### config.mk
export PLATFORM = sky130hd
export DESIGN_NAME = mtfo_init_stage
export DESIGN_NICKNAME = d
export VERILOG_FILES = /design/src/design/mtfo_pkg.sv /design/src/design/mtfo_init_stage.sv
export SDC_FILE = /design/constraint.sdc
export NUM_CORES = 1
export LEC_CHECK = 0
export ABC_AREA = 1
export BUFFER_PORTS_ARGS = -buffer_cell sky130_fd_sc_hd__buf_2
export CAP_MARGIN = 20
export CORE_MARGIN = 3
export CORE_UTILIZATION = 60
export CTS_BUF_LIST = sky130_fd_sc_hd__clkbuf_4
export CTS_CLUSTER_SIZE = 14
export DETAILED_ROUTE_END_ITERATION = 16
export GPL_ROUTABILITY_DRIVEN = 0
export GPL_TIMING_DRIVEN = 0
export PLACE_DENSITY = 0.82
export SYNTH_ARGS = -nofsm -noshare
export SYNTH_HDL_FRONTEND = slang
export SYNTH_SLANG_ARGS = --single-unit
### constraint.sdc
create_clock -name clk -period 1.35 [get_ports clk]
set_input_delay 0 -clock clk [delete_from_list [all_inputs] [get_ports clk]]
set_output_delay 0 -clock clk [all_outputs]
set_load 0.02 [all_outputs]
### src/design/mtfo_pkg.sv
`timescale 1ns / 1ps

package mtfo_pkg;

	localparam int WORD_W    = 32;
	localparam int MID_INDEX = 397;
	localparam int IDX_W     = $clog2(MID_INDEX + 1);

	typedef logic [WORD_W-1:0] word_t;
	typedef logic [IDX_W-1:0]  idx_t;

	localparam word_t INIT_MULT    = 32'd1812433253;
	localparam word_t UPPER_MASK   = 32'h8000_0000;
	localparam word_t LOWER_MASK   = 32'h7fff_ffff;
	localparam word_t TWIST_MATRIX = 32'h9908_b0df;
	localparam word_t TEMPER_B     = 32'd2636928640;
	localparam word_t TEMPER_C     = 32'd4022730752;

endpackage

### src/design/mtfo_init_stage.sv
`timescale 1ns / 1ps

// One step of the seeding recurrence: w_k = MULT * (w ^ (w >> 30)) + k.
module mtfo_init_stage
	import mtfo_pkg::*;
(
	input  logic  clk,
	input  logic  arst_n,
	input  logic  adv,
	input  idx_t  idx,
	input  logic  valid_in,
	input  word_t word_in,
	input  word_t twist_in,
	output logic  valid_out,
	output word_t word_out,
	output word_t twist_out
);

	word_t mixed;
	word_t prod;
	word_t word_s1;
	word_t twist_s1;
	logic  valid_s1;

	assign mixed = word_in ^ (word_in >> 30);
	assign prod  = word_t'(mixed * INIT_MULT);

	always_ff @(posedge clk or negedge arst_n) begin
		if (!arst_n) begin
			valid_s1 <= 1'b0;
		end else if (adv) begin
			valid_s1 <= valid_in;
		end
	end

	always_ff @(posedge clk) begin
		if (adv) begin
			word_s1  <= prod + word_t'(idx);
			twist_s1 <= twist_in;
		end
	end

	assign valid_out = valid_s1;
	assign word_out  = word_s1;
	assign twist_out = twist_s1;

endmodule

==> impl_metrics.csv <==
group,metric,value,unit
run_status,outcome,"finished with violations",
run_status,failed_checks,"hold timing, setup timing",
logic_synthesis,synth_area_per_cell,9.95,µm²
logic_synthesis,synth_warnings,0,
logic_synthesis,syn_nets,1550,
finish,fillers,862,
route,wire_per_inst,20.0,µm
floorplanning,die_h,140,µm
route,drtPass1Iterations,6,
clock_network,h-tree-depth,3,
grt,grt_start_max_net_pins,49,
logic_synthesis,synth_xor_area_share,3.09,%
floorplanning,core_region_area,0.0174,mm²
worst_setup_path,start_kind,"primary input",
place,placed_area,0.0127,mm²
clock_network,clock_sinks,65,
worst_setup_path,arrival,5.40,ns
logic_synthesis,synth_top_family_by_area,"adder cells",
timing,holdWs,-0.0203,ns
logic_synthesis,yosys_register_bits,65,
worst_setup_path,crit_slowest_cell,"fa_1",
timing,setup_tns,-86.13,ns
timing,slew_violations,0,
logic_synthesis,synthCells,1083,
logic_synthesis,synth_compound_area_share,3.73,%
worst_setup_path,end_kind,"flop",
floorplanning,initial_core_util,61.9,%
clock_network,cts_made_buffers,9,
logic_synthesis,synthMuxAreaShare,0.105,%
clock_network,clk_latency,0.41,ns
clock_network,clockBufferDepth,2,
clock_network,cts_tree,"built",
finish,multi_input_area,0.00926,mm²
grt,antenna_found_initial,1,
worst_setup_path,cp_common_cell,"fa_1",
logic_synthesis,syn_area,0.0108,mm²
timing,rsz0062_at_grt,"yes",
timing,finalSetupViolCount,29,
finish,layout_commonest_cell,"inv_1",
clock_network,cts_hold_buf,36,
floorplanning,dieArea,0.0196,mm²
worst_setup_path,cp.required,1.60,ns
logic_synthesis,synthSimpleGateAreaFrac,7.84,%
timing,finalCritPeriodShare,382,%
route,routed_via_density,5.53,
timing,maxSlewHeadroom,65.6,%
timing,period_minus_slack,5.15,ns
timing,hold_viol,1,
route,drt_iter0_markers,662,
place,dp_slack,-4.64,ns
timing,setup_slack,-3.80,ns
finish,fin_nets,1802,
finish,layout_common_cells,"inv_1 (284), ha_1 (161), fa_1 (142)",
run,cap_violations,0,
finish,final_design_area_no_fill,0.0146,mm²
worst_setup_path,timing_worst_setup_path_type,"primary input to flop",
worst_hold_path,hold_path.class,"primary input to flop",
clock_network,path_clk_slew,0.16,ns
route,drc_errors,0,
worst_setup_path,path_cells,"buf_2 -> ha_1 -> ha_1 -> inv_1 -> fa_1 -> inv_1 -> fa_1 -> fa_1 -> fa_1 -> fa_1 -> inv_1 -> fa_1 -> inv_1 -> ha_4 -> a21o_1 -> a21oi_1 -> nor2_1 -> a211oi_2 -> nand3_4 -> nand3_1 -> nand2_1",
timing,skew,0,ns
timing,tightest_slew,0.516,ns
grt,grt_overflow_total,0,
finish,syn_to_final_growth,35.9,%
route,drtAntennaViolNets,0,
finish,seqCellArea,0.00195,mm²
logic_synthesis,synth_fa_ha_area_share,55.9,%
floorplanning,io_pins,142,
grt,first_global_vias,9451,
route,vias,8663,
floorplanning,placementRows,48,
place,hpwl,21500,µm
timing,max_freq,194,MHz
worst_setup_path,cp_max_fo,5,
finish,final_layout_size_suffix_gt1_share,33.9,%
clock_network,root_buffer,"clkbuf_4",
grt,grt_pass1_wl,47300,µm
grt,grtUsageTotal,30.5,%
place,port-buffer-count,141,
logic_synthesis,yosysSeqAreaShare,18.1,%
worst_setup_path,cp_slowest_stage_delay,0.52,ns
route,drt-total-wl,31300,µm
floorplanning,die_w,140,µm
worst_setup_path,rrSetupSlack,0.59,ns
logic_synthesis,synth.distinct_cells,33,
-- path summary, 6_finish.rpt --
kind | cells after the start | end | start
worst max register to register | 1 | valid_out$_DFFE_PN0P_ | valid_out$_DFFE_PN0P_
min in group asynchronous | 3 | valid_out$_DFFE_PN0P_ | arst_n
worst min register to register | 1 | valid_out$_DFFE_PN0P_ | valid_out$_DFFE_PN0P_
worst min-delay path | 3 | word_out[1]$_DFFE_PP_ | idx[1]
max in group asynchronous | 3 | valid_out$_DFFE_PN0P_ | arst_n
worst max-delay path | 21 | word_out[31]$_DFFE_PP_ | word_in[22]
-- cell type report --
| cell class | count | area share [%] |
|---|---|---|
| antenna | 1 | 0.0171 |
| timing repair buffer | 241 | 12.0 |
| multi-input combinational | 694 | 63.2 |
| sequential | 65 | 13.3 |
| inverter | 324 | 8.43 |
| tap | 225 | 1.92 |
| clock buffer | 11 | 0.564 |
| clock inverter | 5 | 0.496 |
-- synthesized netlist by cell type, drive strengths merged --
master / n / area share [%]
inv: 324 / 11
ha: 238 / 28
fa: 152 / 28
nand2: 113 / 4.0
edfxtp: 64 / 18
a21oi: 32 / 1.5
nand3: 30 / 1.4
nor2: 29 / 1.0
xor2: 27 / 2.2
o21ai: 20 / 0.93
xnor2: 11 / 0.89
nor3: 9 / 0.56
o21bai: 6 / 0.45
a21o: 5 / 0.35
nand4: 5 / 0.29
o21a: 4 / 0.28
nand3b: 3 / 0.21
or2: 3 / 0.17
a211oi: 1 / 0.070
a31oi: 1 / 0.058
and2: 1 / 0.058
dfrtp: 1 / 0.23
mux2: 1 / 0.10
nand2b: 1 / 0.058
o211ai: 1 / 0.070
or3: 1 / 0.058
-- through the flow --
step / instances / utilization [%]
finish: 1566 / 84.1
floorplan: 1083 / -
global route: 1566 / 84.1
CTS: 1546 / 82.2
detailed placement: 1450 / 73.0
global placement: 1449 / 72.9
-- what timing repair did --
item,CTS,global route
setup endpoints to repair,29,30
buffers inserted,44,23
endpoints found under the hold margin,36,1
pin swaps,94,65
gates resized for setup,163,47
-- sequential cells by signal, indices dropped and copies added (netlist names) --
register,count
twist_out,32
word_out,32
valid_out,1
-- routing by layer --
layer / GRT usage, % / wire length, µm / vias up
li1: - / - / 3887
met1: 38.2 / 12200 / 4187
met2: 54.6 / 15700 / 454
met3: 4.06 / 1910 / 135
met4: 10.6 / 1510 / 0
met5: 0 / 0 / -
-- kinds of logic after synthesis --
kind of cell             after synthesis
flip-flops                            65
AND/OR/NAND/NOR                      195
multiplexers                           1
AO/OA/AOI/OAI                         70
XOR/XNOR                              38
adder cells (fa/ha/maj)              390
buffers and inverters                324
-- critical path, delay by kind of cell --
| kind | cells | cell delay, ns |
|---|---|---|
| adder cells (fa/ha/maj) | 9 | 3.84 |
| AND/OR/NAND/NOR | 4 | 0.46 |
| AO/OA/AOI/OAI | 3 | 0.68 |
| buffers and inverters | 5 | 0.40 |
Power is left out: the tool's default activity adds up to more than one toggle a clock period on the data nets, which glitch-free logic cannot reach.
