File: src/design/mtfo_pkg.sv
`timescale 1ns / 1ps

package mtfo_pkg;

	localparam int WORD_W    = 32;
	localparam int MID_INDEX = 397;
	localparam int IDX_W     = $clog2(MID_INDEX + 1);

	typedef logic [WORD_W-1:0] word_t;
	typedef logic [IDX_W-1:0]  idx_t;

	localparam word_t INIT_MULT    = 32'd1812433253;
	localparam word_t UPPER_MASK   = 32'h8000_0000;
	localparam word_t LOWER_MASK   = 32'h7fff_ffff;
	localparam word_t TWIST_MATRIX = 32'h9908_b0df;
	localparam word_t TEMPER_B     = 32'd2636928640;
	localparam word_t TEMPER_C     = 32'd4022730752;

endpackage

File: src/design/mtfo_twist_temper.sv
`timescale 1ns / 1ps

// Twist of words 0 and 1 against word 397, then tempering; result lands in the output register.
module mtfo_twist_temper
	import mtfo_pkg::*;
(
	input  logic  clk,
	input  logic  arst_n,
	input  logic  adv,
	input  logic  valid_in,
	input  word_t mid_word,
	input  word_t twist_y,
	output logic  valid_out,
	output word_t result
);

	word_t x0;
	word_t x1;
	word_t x2;
	word_t x3;
	word_t x4;
	word_t result_q;
	logic  valid_q;

	always_comb begin
		x0 = mid_word ^ (twist_y >> 1);
		if (twist_y[0]) begin
			x0 = x0 ^ TWIST_MATRIX;
		end
		x1 = x0 ^ (x0 >> 11);
		x2 = x1 ^ ((x1 << 7) & TEMPER_B);
		x3 = x2 ^ ((x2 << 15) & TEMPER_C);
		x4 = x3 ^ (x3 >> 18);
	end

	always_ff @(posedge clk or negedge arst_n) begin
		if (!arst_n) begin
			valid_q <= 1'b0;
		end else if (adv) begin
			valid_q <= valid_in;
		end
	end

	always_ff @(posedge clk) begin
		if (adv) begin
			result_q <= x4;
		end
	end

	assign valid_out = valid_q;
	assign result    = result_q;

endmodule

File: config.mk
export PLATFORM = sky130hd
export DESIGN_NAME = mtfo_twist_temper
export DESIGN_NICKNAME = d
export VERILOG_FILES = /design/src/design/mtfo_pkg.sv /design/src/design/mtfo_twist_temper.sv
export SDC_FILE = /design/constraint.sdc
export NUM_CORES = 1
export LEC_CHECK = 0
export BUFFER_PORTS_ARGS = -buffer_cell sky130_fd_sc_hd__buf_4
export CAP_MARGIN = 20
export CORE_MARGIN = 4
export CORE_UTILIZATION = 39
export CTS_BUF_LIST = sky130_fd_sc_hd__clkbuf_4 sky130_fd_sc_hd__clkbuf_8
export CTS_CLUSTER_DIAMETER = 80
export DETAILED_ROUTE_END_ITERATION = 8
export PLACE_DENSITY = 0.8
export SETUP_SLACK_MARGIN = 0.3
export SYNTH_ARGS = -nofsm -noshare
export SYNTH_HDL_FRONTEND = slang
export SYNTH_SLANG_ARGS = --single-unit
File: constraint.sdc
create_clock -name clk -period 1 [get_ports clk]
set_input_delay 0.2 -clock clk [delete_from_list [all_inputs] [get_ports clk]]
set_output_delay 0.2 -clock clk [all_outputs]
set_load 0.005 [all_outputs]
==> results of run 1 <==
==> per-layer routing <==
layer	part of all wire, %	track usage [%]	vias to the layer above	routed length [um]
li1	-	-	735	-
met5	0	0	-	0
met1	34	19.7	752	2100
met2	56	36.2	80	3470
met4	1.8	6.15	0	114
met3	8.7	4.61	12	540
==> state kept, by name, indices dropped and copies added (netlist names) <==
register / cells
result: 32
valid_out: 1
==> cells in the final DEF (no fill, tap or decap) <==
master and n:
clkinv_2 1, xnor2_1 24, dfrtp_1 1, buf_6 51, xor2_4 9, mux2_2 1, xnor3_1 4, clkinv_1 2
buf_12 3, xor2_1 7, xor2_2 5, xnor3_2 7, xor3_2 1, xnor2_4 18, xor3_1 1, edfxtp_1 32
buf_8 11, buf_4 81, dlygate4sd3_1 1, xnor2_2 18, clkbuf_8 5
==> synth_stat cells <==
| library cell | count |
|---|---|
| xnor2_1 | 51 |
| edfxtp_1 | 32 |
| xor2_1 | 17 |
| xnor2_2 | 9 |
| xnor3_1 | 9 |
| xor2_2 | 4 |
| xnor3_2 | 2 |
| xor3_1 | 2 |
| buf_6 | 1 |
| dfrtp_1 | 1 |
| mux2_2 | 1 |
==> stage by stage <==
step                power, W  cell area (um2)
finish               0.00728             4280
global route         0.00762             4280
CTS                  0.00706             4140
detailed placement   0.00557             3570
global placement     0.00546             3570
floorplan            0.00402             2460
==> worst paths after layout <==
| check | cells past startpoint | end | from |
|---|---|---|---|
| worst max-delay path | 5 | result[9] | mid_word[23] |
| worst min-delay path | 2 | valid_out | valid_in |
| worst max register to register | 1 | valid_out | valid_out |
| worst min register to register | 1 | valid_out | valid_out |
| max in group asynchronous | 2 | valid_out | arst_n |
| min in group asynchronous | 2 | valid_out | arst_n |
==> final cells by class <==
| class | count | area (um2) | share of cell area [%] |
|---|---|---|---|
| Tap cell | 70 | 87.6 | 2.05 |
| Multi-Input combinational cell | 95 | 1710 | 39.9 |
| Clock buffer | 5 | 68.8 | 1.61 |
| Timing Repair Buffer | 147 | 1420 | 33.1 |
| Clock inverter | 3 | 12.5 | 0.292 |
| Sequential cell | 33 | 986 | 23.0 |
==> kinds of logic after synthesis <==
| logic type | after synthesis | share of synthesized area [%] |
|---|---|---|
| XOR/XNOR | 94 | 52.3 |
| buffers and inverters | 1 | 0.533 |
| flip-flops | 33 | 46.7 |
| multiplexers | 1 | 0.533 |
==> power breakdown <==
group / internal, W / switching [W] / leakage, nW
Sequential: 0.00220 / 0.000192 / 0.325
Combinational: 0.00250 / 0.00143 / 1.49
Clock: 0.000468 / 0.000490 / 0.0430
==> timing repair <==
action / in CTS / in global routing
cloned: 0 / 0
buffers inserted: 5 / 6
hold buffers: 1 / 0
hold endpoints to repair: 1 / 0
gates resized for setup: 87 / 21
endpoints found under the setup margin: 66 / 66
pin swaps: 33 / 14
==> out/metrics.csv, run 1 <==
metric,value,unit
status,"finished, violations left",
failing checks,setup timing,
WL/cell,17.6,um
TritonCTS clock tree,built,
crit path max fanout,2,
CP startpoint kind,input pin,
RSZ-0062 raised after global routing,yes,
initial antenna violation count,0,
pre-CTS setup slack,-731,ps
CTS HTree Levels,2,
drt first pass iters,4,
Seq cells post-synth,33,
clk slew on worst S/H paths,70,ps
Ports,101,
Die Y,81.6,um
CTS max path bufs,2,
fraction of layout cells with a size suffix above 1,74.6,%
Cells after Synth,129,
setup ws final,-361,ps
Final #Nets,350,
Synth area leaders,"edfxtp_1 (45%), xnor2_1 (21%), xnor3_1 (9.6%)",
power per standard cell area,1700,nW/um2
CP Capture Type,flip-flop,
post-synth top area cell,edfxtp_1,
GRT overflow,0,
Ys Warns,0,
global-route wire length before repair,8940,um
CP Class,input pin to flip-flop,
crit path time final,1360,ps
post-synth cell types,11,
TritonCTS Buffers,5,
pin count of the biggest net entering global routing,18,
Final Hold Viols,0,
worst path bufs/invs,1,
Layout Cells excl Fill,353,
GRT Overall Usage,18.8,%
"Slew Viols, Final",0,
data required time of the worst path,1040,ps
Fin Clk Skew,0,ps
slowest cell on the critical path,xnor3_2,
Fillers,247,
clk sinks,33,
Clock Latency Late Sink,280,ps
Post-Place Cells,333,
DR DRC count,0,
full die area,6660,um2
Mean Syn Cell Area,16.4,um2
Antenna Cells,0,
Final Core Density,82.7,%
CTS root buf,clkbuf_8,
Max stage delay on crit path,400,ps
final setup violation count,38,
hold_ws,162,ps
# port buffers,100,
Final Cycle Share,136,%
vias,1579,
vias per inst,4.47,
post-synth top area share,45.5,%
MaxCap Viol Count,0,
post-synthesis sequential area ratio,46.7,%
core area,5170,um2
initial core utilization,40.9,%
reg2reg setup slack,220,ps
syn nets,197,
Post-Syn Area,2110,um2
DIE WIDTH,81.6,um
Achievable Freq,0.735,GHz
drt initial violations,42,
WL final,6230,um
Max VDD drop,0.000888,V
Relative slew margins,76.3,%
CP Cell Sequence,buf_8 > xor2_4 > xnor3_2 > xnor3_2 > xor2_1,
Detail Route Antenna Nets,0,
most frequent CP cell,xnor3_2,
Pleak,1.86,nW
GP Congestion,0.707,
HP Class,input pin to flip-flop,
Detailed Place HPWL,4150,um
Rows,26,
setup TNS,-4990,ps
Layout area overhead,102,%
crit path DAT,1400,ps
critical path's top delay family,XOR/XNOR gates,
Worst Max-Slew Pin Slew,354,ps
vias in the first global route,1759,
Power figures use the tool's default switching activity.
==> run 2: changes to the inputs <==
--- a/config.mk
+++ b/config.mk
@@ -12,7 +12,8 @@
 export CTS_BUF_LIST = sky130_fd_sc_hd__clkbuf_4 sky130_fd_sc_hd__clkbuf_8
 export CTS_CLUSTER_DIAMETER = 80
 export DETAILED_ROUTE_END_ITERATION = 8
-export PLACE_DENSITY = 0.8
+export PLACE_DENSITY = 0.68
+export RECOVER_POWER = 100
 export SETUP_SLACK_MARGIN = 0.3
 export SYNTH_ARGS = -nofsm -noshare
 export SYNTH_HDL_FRONTEND = slang
==> run 2 against run 1 <==
  * The run still ends with setup timing left
  * Combinational power is 4% higher
  * Clock skew stayed put
  * Core utilization is 1.9 points higher
  * Global-route usage is 1.4 points lower
  * Largest power group unchanged
  * Highest routed layer unchanged
==> out/metrics.csv, run 2 (synthesis results as in run 1) <==
metric,value,unit,change
r2r worst-path depth,2,,+1
Seq. cell area,986,um2,unchanged
global-route wire length before repair,8330,um,-6.8%
Achievable Freq,0.738,GHz,+0.43%
crit path DAT,1380,ps,-20 ps
drt first pass iters,4,,unchanged
setup ws final,-355,ps,+5.84 ps
RSZ-0062 raised after global routing,yes,,
Worst Max-Slew Pin Slew,447,ps,+92.6 ps
"most common cell after layout, fill and taps aside",buf_4,,
part of the power in the clock network,12.7,%,-0.5 points
status,"finished, violations left",,
uppermost layer routed,met4,,
CTS HTree Levels,2,,unchanged
Fin Clk Skew,0,ps,unchanged
vias per inst,4.39,,-1.9%
CP Capture Type,flip-flop,,
Die Y,81.6,um,unchanged
area occupied by multi-input gates,1730,um2,+1.4%
core area,5170,um2,unchanged
WL final,6190,um,-0.67%
initial antenna violation count,0,,unchanged
drt initial violations,38,,-9.5%
TritonCTS clock tree,built,,
clk sinks,33,,unchanged
crit path time final,1360,ps,-5.84 ps
MaxCap Viol Count,0,,unchanged
clk slew on worst S/H paths,60,ps,about the same
Max VDD drop,0.000889,V,about the same
# port buffers,100,,unchanged
Final Cycle Share,136,%,-0.58 points
Final #Nets,358,,+2.3%
"Slew Viols, Final",0,,unchanged
GRT overflow,0,,unchanged
DP Area,3570,um2,unchanged
Pleak,1.92,nW,+2.9%
CP startpoint kind,input pin,,
r2r endpoint,valid_out,,
vias,1580,,+0.063%
final setup violation count,40,,+5.3%
WL/cell,17.2,um,-2.6%
Clock Latency Late Sink,270,ps,about the same
CP Class,input pin to flip-flop,,
CTS root buf,clkbuf_8,,
vias in the first global route,1716,,-2.4%
"commonest non-fill, non-tap cells in the layout","buf_4 (76), buf_6 (55), edfxtp_1 (32), xnor2_1 (23), xnor2_2 (19)",,
Rows,26,,unchanged
setup TNS,-5320,ps,-327 ps
HP Class,input pin to flip-flop,,
Final Instance Area,4380,um2,+2.3%
worst hold path depth,2,,unchanged
switching share of power,28.4,%,-0.53 points
initial core utilization,40.9,%,unchanged
Antenna Cells,0,,unchanged
Layout area overhead,107,%,
GRT Overall Usage,17.3,%,-1.4 points
HP Start,valid_in,,
Sequential Power Share,32.6,%,-0.3 points
Hold EP,valid_out,,
fraction of layout cells with a size suffix above 1,75.5,%,+0.96 points
WL met1,2000,um,-5.1%
Detail Route Antenna Nets,0,,unchanged
DIE WIDTH,81.6,um,unchanged
Detail Route met2 WL,3780,um,+9.1%
Relative slew margins,70.2,%,-6.1 points
pre-CTS setup slack,-720,ps,+11.6 ps
Ports,101,,unchanged
failing checks,setup timing,,
CTS max path bufs,2,,unchanged
full die area,6660,um2,unchanged
Detailed Place HPWL,4070,um,-1.8%
reg2reg setup slack,90,ps,-130 ps
Comb pwr share,54.7,%,+0.7 points
R2R Path Start,valid_out,,
pin count of the biggest net entering global routing,18,,unchanged
power per standard cell area,1700,nW/um2,about the same
Psw,0.00212,W,+0.46%
GP Congestion,0.766,,+8.3%
TritonCTS Buffers,5,,unchanged
WL met3,348,um,-36%
data required time of the worst path,1030,ps,about the same
Largest register FFs,32,,unchanged
hold_ws,172,ps,+9.87 ps
Final Hold Viols,0,,unchanged
Cell Int Power,0.00533,W,+3.1%
Fillers,231,,-6.5%
crit path max fanout,2,,unchanged
DR DRC count,0,,unchanged
[run 2: cell type report]
cell class | instances | share of cell area, %
multi-input combinational | 95 | 39.5
tap | 70 | 2.00
sequential | 33 | 22.5
clock inverter | 1 | 0.0858
clock buffer | 6 | 1.74
timing repair buffer | 155 | 34.1
[run 2: worst max-delay path: stages]
cell and delay, ps:
buf_8 100, xnor2_4 180, xor3_1 330, xnor3_2 420, xor2_1 150
[run 2: power by group through the flow]
| stage | logic [W] | registers, W | clock network [W] |
|---|---|---|---|
| 2_1_floorplan | 0.00162 | 0.00240 | 0 |
| 3_3_place_gp | 0.00309 | 0.00236 | 0 |
| 3_5_place_dp | 0.00319 | 0.00236 | 0 |
| 4_1_cts | 0.00368 | 0.00239 | 0.000974 |
| 5_1_grt | 0.00434 | 0.00246 | 0.00103 |
| 6_report | 0.00408 | 0.00243 | 0.000946 |
[run 2: per-stage QoR]
stage	utilization, %	std cells	power [W]
after floorplan	-	129	0.00402
after global placement	69.0	333	0.00545
after detailed placement	69.0	333	0.00556
after CTS	80.1	351	0.00705
after global routing	84.6	360	0.00784
final	84.6	360	0.00745
[run 2: timing repair]
item / CTS / global route
resized for setup: 84 / 42
setup endpoints to repair: 66 / 66
pin swaps: 38 / 33
endpoints found under the hold margin: 1 / 0
hold buffers: 1 / 0
setup buffers: 10 / 9
[run 2: worst max path at each step]
stage / slack, ps / startpoint / cells after the start / endpoint
3_5_place_dp: -720 / twist_y[21] / 5 / result[9]
6_report: -360 / mid_word[27] / 5 / result[9]
2_1_floorplan: -510 / twist_y[21] / 4 / result[9]
5_1_grt: -400 / mid_word[27] / 5 / result[9]
4_1_cts: -400 / mid_word[23] / 5 / result[9]
3_3_place_gp: -680 / twist_y[21] / 5 / result[9]
[run 2: per-layer routing]
| metal | track usage (%) | vias to the layer above |
|---|---|---|
| li1 | - | 744 |
| met1 | 17.7 | 772 |
| met2 | 34.9 | 59 |
| met3 | 3.51 | 5 |
| met4 | 5.15 | 0 |
| met5 | 0 | - |
==> run 3: changes to the inputs <==
--- a/config.mk
+++ b/config.mk
@@ -6,13 +6,13 @@
 export NUM_CORES = 1
 export LEC_CHECK = 0
 export BUFFER_PORTS_ARGS = -buffer_cell sky130_fd_sc_hd__buf_4
-export CAP_MARGIN = 20
+export CAP_MARGIN = 15
 export CORE_MARGIN = 4
-export CORE_UTILIZATION = 39
+export CORE_UTILIZATION = 48
 export CTS_BUF_LIST = sky130_fd_sc_hd__clkbuf_4 sky130_fd_sc_hd__clkbuf_8
 export CTS_CLUSTER_DIAMETER = 80
 export DETAILED_ROUTE_END_ITERATION = 8
-export PLACE_DENSITY = 0.68
+export PLACE_DENSITY = 0.81
 export RECOVER_POWER = 100
 export SETUP_SLACK_MARGIN = 0.3
 export SYNTH_ARGS = -nofsm -noshare
==> constraint.sdc (replaced) <==
create_clock -name clk -period 1.4 [get_ports clk]
set_input_delay 0.28 -clock clk [delete_from_list [all_inputs] [get_ports clk]]
set_output_delay 0.28 -clock clk [all_outputs]
set_load 0.005 [all_outputs]
==> run 3 against run 2 <==
  * The run now fails in 5_1_grt
  * Synthesized area stayed put
  * Synthesized cell count unchanged
==> out/metrics.csv, run 3 <==
metric,value,unit,change
status,stopped before the end,,
Stopped at,5_1_grt,,
Log Error,"[ERROR DPL-0038] Utilization greater than 100%, impossible to legalize",,
most frequent cells after synthesis,"xnor2_1 (51), edfxtp_1 (32), xor2_1 (17)",,
pre-CTS setup slack,-405,ps,+314 ps
post-synth cell types,11,,unchanged
CTS max path bufs,2,,unchanged
Ports,101,,unchanged
GP Congestion,0.801,,+4.6%
"Primary FF master, synth",edfxtp_1,,
CTS HTree Levels,2,,unchanged
post-synth top area cell,edfxtp_1,,
Seq cells post-synth,33,,unchanged
post-synthesis sequential area ratio,46.7,%,unchanged
Die Y,74.4,um,-8.9%
pin count of the biggest net entering global routing,19,,
"EDFF count, synth",32,,unchanged
Rows,23,,-12%
most frequent cell after synthesis,xnor2_1,,
clk sinks,33,,unchanged
TritonCTS Buffers,5,,unchanged
DIE WIDTH,74.4,um,-8.9%
Ys Warns,0,,unchanged
syn nets,197,,unchanged
"Async S/R FF share, synth",3.03,%,unchanged
Synth area leaders,"edfxtp_1 (45%), xnor2_1 (21%), xnor3_1 (9.6%)",,
Cells after Synth,129,,unchanged
Detailed Place HPWL,4360,um,+7.1%
worst endpoint after global-route timing repair,result[9]$_DFFE_PP_/D,,
Mean Syn Cell Area,16.4,um2,unchanged
# port buffers,100,,unchanged
CTS root buf,clkbuf_8,,
initial core utilization,51.4,%,+10 points
Post-Syn Area,2110,um2,unchanged
worst ep type,register input,,
DP Area,3490,um2,-2.1%
post-synth top area share,45.5,%,unchanged
[run 3: cell counts after synthesis]
Identical to the previous run, type by type.
[run 3: kinds of logic after synthesis]
group | after synthesis | synth area share [%]
flops | 33 | 46.7
xor+xnor | 94 | 52.3
mux | 1 | 0.533
buf+inv | 1 | 0.533
[run 3: what timing repair did]
item                                    in CTS
endpoints found under the setup margin      37
pin swaps                                   31
hold endpoints to repair                     1
gates cloned                                 0
gates resized for setup                     52
hold buffers                                 1
buffers inserted                             5
[run 3: through the flow]
step | utilization, % | cells
after floorplan | - | 129
after CTS | 94.6 | 325
after detailed placement | 84.9 | 311
after global placement | 84.9 | 311
==> run 4: changes to the inputs <==
--- a/config.mk
+++ b/config.mk
@@ -8,13 +8,10 @@
 export BUFFER_PORTS_ARGS = -buffer_cell sky130_fd_sc_hd__buf_4
 export CAP_MARGIN = 15
 export CORE_MARGIN = 4
-export CORE_UTILIZATION = 48
-export CTS_BUF_LIST = sky130_fd_sc_hd__clkbuf_4 sky130_fd_sc_hd__clkbuf_8
-export CTS_CLUSTER_DIAMETER = 80
+export CORE_UTILIZATION = 40
 export DETAILED_ROUTE_END_ITERATION = 8
-export PLACE_DENSITY = 0.81
+export PLACE_DENSITY_LB_ADDON = 0.15
 export RECOVER_POWER = 100
-export SETUP_SLACK_MARGIN = 0.3
 export SYNTH_ARGS = -nofsm -noshare
 export SYNTH_HDL_FRONTEND = slang
 export SYNTH_SLANG_ARGS = --single-unit
==> run 4 against run 3 <==
  * The flow now finishes, with violations (setup timing)
==> out/metrics.csv, run 4 (synthesis results as in run 1) <==
metric,value,unit,change
CP Class,input pin to flip-flop,,
Ports,101,,unchanged
HP Class,input pin to flip-flop,,
vias in the first global route,1483,,
Layout area overhead,62.0,%,
Worst Max-Slew Pin Slew,486,ps,
pin count of the biggest net entering global routing,20,,
drt first pass iters,3,,
crit path max fanout,3,,
status,"finished, violations left",,
Max stage delay on crit path,420,ps,
Die Y,80.7,um,+8.5%
global-route wire length before repair,6720,um,
data required time of the worst path,1440,ps,
DR DRC count,0,,
Pleak,1.50,nW,
"most common cell after layout, fill and taps aside",buf_4,,
vias,1413,,
pre-CTS setup slack,-375,ps,+30.5 ps
GRT overflow,0,,
clk sinks,33,,unchanged
crit path DAT,1440,ps,
Max VDD drop,0.000516,V,
Largest register FFs,32,,
Achievable Freq,0.714,GHz,
Antenna Cells,0,,
Fillers,393,,
Detail Route Antenna Nets,0,,
Rows,26,,+13%
Fin Clk Skew,0,ps,
CP Capture Type,flip-flop,,
DIE WIDTH,80.7,um,+8.5%
CTS max path bufs,2,,unchanged
setup ws final,-0.0749,ps,
final setup violation count,1,,
fraction of layout cells with a size suffix above 1,58.0,%,
# port buffers,100,,unchanged
met3 Use GR,3.92,%,
CTS root buf,clkbuf_8,,
Relative slew margins,67.6,%,
Final #Nets,336,,
CTS HTree Levels,2,,unchanged
met2 usage,24.6,%,
slowest cell on the critical path,xnor3_1,,
"Slew Viols, Final",0,,
GP Congestion,0.748,,-6.6%
WL final,4330,um,
full die area,6510,um2,
drt initial violations,28,,
Detailed Place HPWL,3690,um,-15%
clk slew on worst S/H paths,70,ps,
TritonCTS Buffers,5,,unchanged
"Most Used Layer, Global Route",met2,,
Clock Latency Late Sink,280,ps,
WL/cell,12.8,um,
Global Route met1 Usage,16.0,%,
power per standard cell area,1280,nW/um2,
MaxCap Viol Count,0,,
CP Cell Sequence,buf_4 > xor2_4 > xnor2_1 > xnor3_1 > xnor2_1,,
core area,5110,um2,
Final Cycle Share,100,%,
Final Hold Viols,0,,
initial core utilization,41.4,%,-10 points
initial antenna violation count,0,,
Final Instance Area,3420,um2,
DP Area,3370,um2,-3.5%
crit path time final,1400,ps,
vias per inst,4.17,,
setup TNS,-0.0749,ps,
"commonest non-fill, non-tap cells in the layout","buf_4 (86), xnor2_1 (41), edfxtp_1 (32), clkbuf_4 (25)",,
GRT Overall Usage,13.9,%,
TritonCTS clock tree,built,,
most frequent CP cell,xnor2_1,,
RSZ-0062 raised after global routing,yes,,
failing checks,setup timing,,
CP startpoint kind,input pin,,
[run 4: what timing repair did]
| item | in CTS | in global routing |
|---|---|---|
| resized for setup | 5 | 6 |
| endpoints found under the setup margin | 3 | 5 |
| hold buffers | 1 | 0 |
| buffers inserted | 1 | 0 |
| pin swaps | 6 | 7 |
| endpoints found under the hold margin | 1 | 0 |
[run 4: path summary, 6_finish.rpt]
kind                            slack, ps         to  cells after the start        start
min in group asynchronous             320  valid_out                      2       arst_n
worst max register to register        660  valid_out                      1    valid_out
worst min-delay path                  230  valid_out                      2     valid_in
max in group asynchronous            1000  valid_out                      2       arst_n
worst min register to register        520  valid_out                      1    valid_out
worst max-delay path                -0.07  result[6]                      5  twist_y[21]
[run 4: per-stage QoR]
step	power [W]	instances	utilization, %	hold slack, ps
2_1_floorplan	0.00281	129	-	-15.6
3_3_place_gp	0.00381	330	66.0	55.4
3_5_place_dp	0.00386	330	66.0	56.3
4_1_cts	0.00460	339	68.4	218
5_1_grt	0.00468	339	67.1	211
6_report	0.00439	339	67.1	230
[run 4: area by class of cell]
class                   instances  area (um2)  area share [%]
clock buffers                   5        68.8            2.01
flip-flops and latches         33         986            28.8
clock inverters                 3        17.5           0.512
multi-input cells              95        1310            38.1
well taps                      70        87.6            2.56
repair buffers                133         960            28.0
[run 4: power breakdown]
group	switching [W]	internal, W
clock network	0.000355	0.000343
logic	0.000804	0.00125
registers	0.0000747	0.00157
[run 4: layer usage]
layer / routed length, um / share of wire, % / vias to the layer above
met3: 359 / 8.3 / 5
met2: 2300 / 53 / 59
met5: 0 / 0 / -
li1: - / - / 710
met4: 63 / 1.5 / 0
met1: 1610 / 37 / 639
[run 4: worst max-delay path, delay by kind of cell]
kind,cells,cell delay [ps]
buffers and inverters,1,130
xor gates and xnor gates,4,1030
